<file path="src/rtl/nearest_neighbor_frame_scaler_defines.svh">
// Assertion macros shared by the frame scaler RTL.
`ifndef NEAREST_NEIGHBOR_FRAME_SCALER_DEFINES_SVH
`define NEAREST_NEIGHBOR_FRAME_SCALER_DEFINES_SVH

// Same-cycle implication, checked on clk, off during reset
`define NNFS_ASSERT_NOW(lbl, ante, cons, msg) \
  lbl: assert property (@(posedge clk) disable iff (!rst_n) (ante) |-> (cons)) \
    else $error(msg);

// Next-cycle implication, checked on clk, off during reset
`define NNFS_ASSERT_NEXT(lbl, ante, cons, msg) \
  lbl: assert property (@(posedge clk) disable iff (!rst_n) (ante) |=> (cons)) \
    else $error(msg);

`endif

</file>
<file path="src/rtl/nnfs_pkg.sv">
// Types, constants and register map of the nearest-neighbor frame scaler.
package nnfs_pkg;

  // Source frame store
  localparam int STORE_DEPTH = 65536;
  localparam int ADDR_W      = $clog2(STORE_DEPTH);

  // Field widths
  localparam int DIM_W    = 13;
  localparam int POS_W    = 12;
  localparam int STRIDE_W = 17;
  localparam int BASE_W   = 26;
  localparam int PIX_W    = 32;
  localparam int IDX_W    = 16;

  // Row times line stride
  localparam int YS_W = POS_W + STRIDE_W;

  // Divider: dividend is pos * size, padded to an even count of bits
  localparam int PROD_W    = POS_W + DIM_W;
  localparam int DVD_W     = PROD_W + (PROD_W % 2);
  localparam int DIV_STEPS = DVD_W / 2;
  localparam int STEP_W    = $clog2(DIV_STEPS + 1);

  localparam logic [PIX_W-1:0] ALPHA_FORCE = 32'hff00_0000;

  // Configuration port
  localparam int CFG_AW = 5;
  localparam int CFG_DW = 32;

  typedef enum logic [2:0] {
    REG_SRC_WIDTH   = 3'd0,
    REG_SRC_HEIGHT  = 3'd1,
    REG_DST_WIDTH   = 3'd2,
    REG_DST_HEIGHT  = 3'd3,
    REG_LINE_STRIDE = 3'd4,
    REG_PAGE_BASE   = 3'd5
  } reg_idx_t;

  typedef enum logic {
    FUNC_WRITE = 1'b0,
    FUNC_FETCH = 1'b1
  } func_t;

  typedef enum logic [2:0] {
    ST_IDLE,
    ST_DIV,
    ST_ADDR,
    ST_READ,
    ST_LOAD
  } state_t;

  typedef struct packed {
    logic             func;
    logic [IDX_W-1:0] store_index;
    logic [PIX_W-1:0] store_pixel;
    logic [POS_W-1:0] dest_x;
    logic [POS_W-1:0] dest_y;
  } in_word_t;

  typedef struct packed {
    logic [PIX_W-1:0] color;
    logic [31:0]      dest_offset;
  } out_word_t;

  // Divider request and response
  typedef struct packed {
    logic             start;
    logic [DVD_W-1:0] dividend;
    logic [DIM_W-1:0] divisor;
  } div_req_t;

  typedef struct packed {
    logic             done;
    logic [DVD_W-1:0] quotient;
  } div_rsp_t;

endpackage

</file>
<file path="src/rtl/nnfs_div.sv">
// Radix-4 restoring divider: two quotient bits per cycle, zero divisor gives 0.
module nnfs_div import nnfs_pkg::*; (
  input  logic     clk,
  input  logic     rst_n,
  input  div_req_t req,
  output div_rsp_t rsp
);

  logic [DVD_W-1:0]  quo_r, quo_nxt;
  logic [DIM_W-1:0]  rem_r, rem_nxt;
  logic [DIM_W-1:0]  dsr_r;
  logic              zero_r;
  logic [STEP_W-1:0] cnt_r, cnt_nxt;
  logic              busy_r, busy_nxt;
  logic              done_r, done_nxt;

  logic [DIM_W:0]    t1, t2;
  logic              ge1, ge2;
  logic [DIM_W-1:0]  r1, r2;

  // Two restoring steps; partial remainder stays below the divisor
  always_comb begin
    t1  = {rem_r, quo_r[DVD_W-1]};
    ge1 = t1 >= {1'b0, dsr_r};
    r1  = ge1 ? DIM_W'(t1 - {1'b0, dsr_r}) : t1[DIM_W-1:0];
    t2  = {r1, quo_r[DVD_W-2]};
    ge2 = t2 >= {1'b0, dsr_r};
    r2  = ge2 ? DIM_W'(t2 - {1'b0, dsr_r}) : t2[DIM_W-1:0];
  end

  // Control: load on start, count the steps down
  always_comb begin
    busy_nxt = busy_r;
    cnt_nxt  = cnt_r;
    done_nxt = 1'b0;
    rem_nxt  = rem_r;
    quo_nxt  = quo_r;
    if (req.start) begin
      busy_nxt = 1'b1;
      cnt_nxt  = STEP_W'(DIV_STEPS);
      rem_nxt  = '0;
      quo_nxt  = req.dividend;
    end else if (busy_r) begin
      rem_nxt = r2;
      quo_nxt = {quo_r[DVD_W-3:0], ge1, ge2};
      cnt_nxt = cnt_r - STEP_W'(1);
      if (cnt_r == STEP_W'(1)) begin
        busy_nxt = 1'b0;
        done_nxt = 1'b1;
      end
    end
  end

  always_ff @(posedge clk) begin
    if (!rst_n) begin
      busy_r <= 1'b0;
      done_r <= 1'b0;
      cnt_r  <= '0;
    end else begin
      busy_r <= busy_nxt;
      done_r <= done_nxt;
      cnt_r  <= cnt_nxt;
    end
  end

  // Datapath
  always_ff @(posedge clk) begin
    rem_r <= rem_nxt;
    quo_r <= quo_nxt;
    if (req.start) begin
      dsr_r  <= req.divisor;
      zero_r <= (req.divisor == '0);
    end
  end

  assign rsp.done     = done_r;
  assign rsp.quotient = zero_r ? '0 : quo_r;

endmodule

</file>
<file path="config.mk">
export PLATFORM = sky130hd
export DESIGN_NAME = nnfs_div
export DESIGN_NICKNAME = d
export VERILOG_FILES = /design/src/rtl/nearest_neighbor_frame_scaler_defines.svh /design/src/rtl/nnfs_pkg.sv /design/src/rtl/nnfs_div.sv
export SDC_FILE = /design/constraint.sdc
export NUM_CORES = 1
export LEC_CHECK = 0
export BUFFER_PORTS_ARGS = -buffer_cell sky130_fd_sc_hd__buf_2
export CORE_ASPECT_RATIO = 2
export CORE_MARGIN = 2
export CORE_UTILIZATION = 35
export CTS_BUF_LIST = sky130_fd_sc_hd__clkbuf_2 sky130_fd_sc_hd__clkbuf_4 sky130_fd_sc_hd__clkbuf_8
export CTS_CLUSTER_SIZE = 10
export DETAILED_ROUTE_END_ITERATION = 8
export GPL_TIMING_DRIVEN = 0
export SLEW_MARGIN = 20
export SYNTH_ARGS = -nofsm -noshare
export SYNTH_HDL_FRONTEND = slang
export SYNTH_SLANG_ARGS = --single-unit
</file>
<file path="constraint.sdc">
create_clock -name clk -period 5.9 [get_ports clk]
set_input_delay 1.18 -clock clk [delete_from_list [all_inputs] [get_ports clk]]
set_output_delay 1.18 -clock clk [all_outputs]
set_load 0.005 [all_outputs]
</file>
==> impl_metrics.csv <==
group,metric,value,unit
layout,area_delta_synth_final,18.1,%
sta,max_slew_margin,0.587,
logic_synthesis,syn_inst,386,
logic_synthesis,yosys_warnings,0,
power,ir_drop,194,uV
power,leakagePower,1.92,nW
worst_setup_path,cp-start-kind,"register",
clock_tree,cts_hold_buf,0,
placed_design,dpl.hpwl,8.23,mm
detailed_routing,vias_per_cell,5.22,
worst_setup_path,cp.required,5.99,ns
logic_synthesis,syn_avg_cell_area,10.1,um^2
clock_tree,cts_buffer_depth,2,
global_routing,antenna_found_initial,0,
sta,whs,0.508,ns
worst_setup_path,crit_type,"register to register",
clock_tree,clkLatencyLatePin,0.34,ns
floorplan,coreArea,10900,um^2
detailed_routing,drtIter0Drc,106,
floorplan,fp.dieH,153,um
sta,min_period,4.96,ns
sta,fmax,0.202,GHz
clock_tree,post_cts_resized,0,
worst_setup_path,cp-end-kind,"register",
clock_tree,clk_pin_slew_worst_paths,0.06,ns
logic_synthesis,synth_edf_count,40,
sta,fin_setup_tns,0,ns
global_routing,grt_pass1_wl,16.5,mm
clock_tree,htree_levels,3,
logic_synthesis,seq_area_frac_synth,0.407,
sta,post-route-period-util,0.840,
global_routing,grt_pass1_vias,3430,
clock_tree,cts_buffers,9,
logic_synthesis,synth_nets,458,
sta,worst_slew_pin_slew,0.620,ns
clock_tree,clockRootBuffer,"clkbuf_8",
floorplan,die_w,78.5,um
sta,hold_viol,0,
detailed_routing,dr.pass1.iters,4,
sta,rsz0062_at_grt,"false",
detailed_routing,avgRoutedWirePerCell,16.9,um
detailed_routing,drc,0,
logic_synthesis,synth-seq-cells,59,
layout,layout_commonest_cell,"buf_2",
clock_tree,cts.sinks,59,
worst_hold_path,hp-class,"register to register",
floorplan,die-area,12000,um^2
global_routing,grt-ovfl-total,0,
worst_setup_path,critPathArrivalTime,5.05,ns
clock_tree,cts_tree,"done",
run,drv_cap,0,
detailed_routing,wl,10.3,mm
global_routing,grt_start_max_net_pins,27,
sta,maxSlewViolCount,0,
layout,mostFrequentLayoutCells,"buf_2, edfxtp_1, nor2_1, nor2b_1, ha_1",
layout,num-nets-final,537,
clock_tree,postCtsSetupRepairBufs,0,
sta,finalClockSkew,0.00708,ns
logic_synthesis,ys.flop_type,"edfxtp_1",
global_routing,track_usage,0.179,
logic_synthesis,async_reset_ff_frac,0,
sta,setup_viol,0,
logic_synthesis,syn-cell-area,3890,um^2
detailed_routing,vias,3187,
power,p_per_area,348,nW/um^2
logic_synthesis,synth_cell_types,51,
run_status,outcome,"completed",
worst_setup_path,crit_fanout,10,
placed_design,port_buffers,68,
placed_design,place_congestion,0.916,
floorplan,initial_core_util,0.357,
floorplan,fp-row-count,54,
layout,drive_above_1_share,0.268,
floorplan,ios,69,
detailed_routing,ant_nets,0,
layout,diodes,0,
-- registers in the layout, summed over array words and instances (netlist names) --
name    flops
rem_r      13
quo_r      26
dsr_r      13
cnt_r       4
zero_r      1
busy_r      1
done_r      1
-- metrics by stage --
step | cells | power [mW] | utilization | setup slack, ns | instance area, um^2
after floorplan | 386 | 1.07 | - | 1.55 | 3890
after global placement | 594 | 1.23 | 0.405 | 1.09 | 4400
after detailed placement | 594 | 1.24 | 0.405 | 1.05 | 4400
after CTS | 610 | 1.61 | 0.422 | 1.01 | 4590
after global routing | 610 | 1.71 | 0.422 | 0.723 | 4590
final | 610 | 1.60 | 0.422 | 0.941 | 4590
-- critical path, stage by stage, from the launching register on --
cell and delay [ns]:
edfxtp_1 0.40, inv_1 0.09, ha_1 0.17, inv_1 0.06, fa_1 0.41, nand3_1 0.12
a21oi_1 0.10, o41a_1 0.47, o21ai_4 0.28, buf_6 0.17, mux2_2 0.35, ha_1 0.35
nand2b_1 0.12, a211oi_1 0.10, o41ai_1 0.47, a21oi_1 0.17, o21ai_0 0.20, o211ai_1 0.15
buf_2 0.24, mux2_2 0.28
-- synthesized netlist by cell type (all sizes together), types with 7 or more instances --
library cell | instances | area, um^2
nor2 | 37 | 139
nor2b | 29 | 181
mux2i | 7 | 70.1
xor2 | 11 | 96.3
ha | 28 | 350
mux2 | 27 | 304
clkbuf | 12 | 45.0
o21ai | 19 | 106
nand2 | 17 | 63.8
a211oi | 12 | 90.1
edfxtp | 40 | 1200
dfxtp | 19 | 380
inv | 23 | 86.3
a21oi | 20 | 104
xnor2 | 10 | 87.6
nor3 | 13 | 65.1
-- path summary, 6_finish.rpt --
| check | slack (ns) | start | endpoint | depth (start not counted) |
|---|---|---|---|---|
| worst max register to register | 0.94 | quo_r[25] | quo_r[0] | 19 |
| worst min-delay path | 0.51 | cnt_r[1] | cnt_r[1] | 2 |
| worst min register to register | 0.51 | cnt_r[1] | cnt_r[1] | 2 |
| worst max-delay path | 0.94 | quo_r[25] | quo_r[0] | 19 |
-- layer usage --
layer,global-route usage,wire (um),up-vias
li1,-,-,1561
met3,0.0254,351,31
met5,0,0,-
met1,0.162,3450,1507
met2,0.353,5940,88
met4,0.114,552,0
-- cell type report --
| cell class | instances | area (um^2) |
|---|---|---|
| Fill cell | 1056 | 6290 |
| Multi-Input combinational cell | 287 | 2140 |
| Sequential cell | 59 | 1580 |
| Timing Repair Buffer | 68 | 340 |
| Tap cell | 140 | 175 |
| Clock buffer | 10 | 131 |
| Inverter | 23 | 86.3 |
| Buffer | 17 | 85.1 |
| Clock inverter | 6 | 56.3 |
-- where the power goes --
| group | internal, mW | leakage, nW | switching (mW) |
|---|---|---|---|
| Combinational | 0.311 | 1.27 | 0.389 |
| Sequential | 0.498 | 0.556 | 0.0397 |
| Clock | 0.196 | 0.0969 | 0.166 |
| Total | 1.01 | 1.92 | 0.595 |
-- kinds of logic after synthesis --
family | synth area share
buf+inv | 0.0441
compound gates | 0.152
fa+ha+maj | 0.100
mux | 0.0962
xor+xnor | 0.0473
simple gates | 0.153
flops | 0.407
No activity file was read; power rests on OpenSTA's default activity.
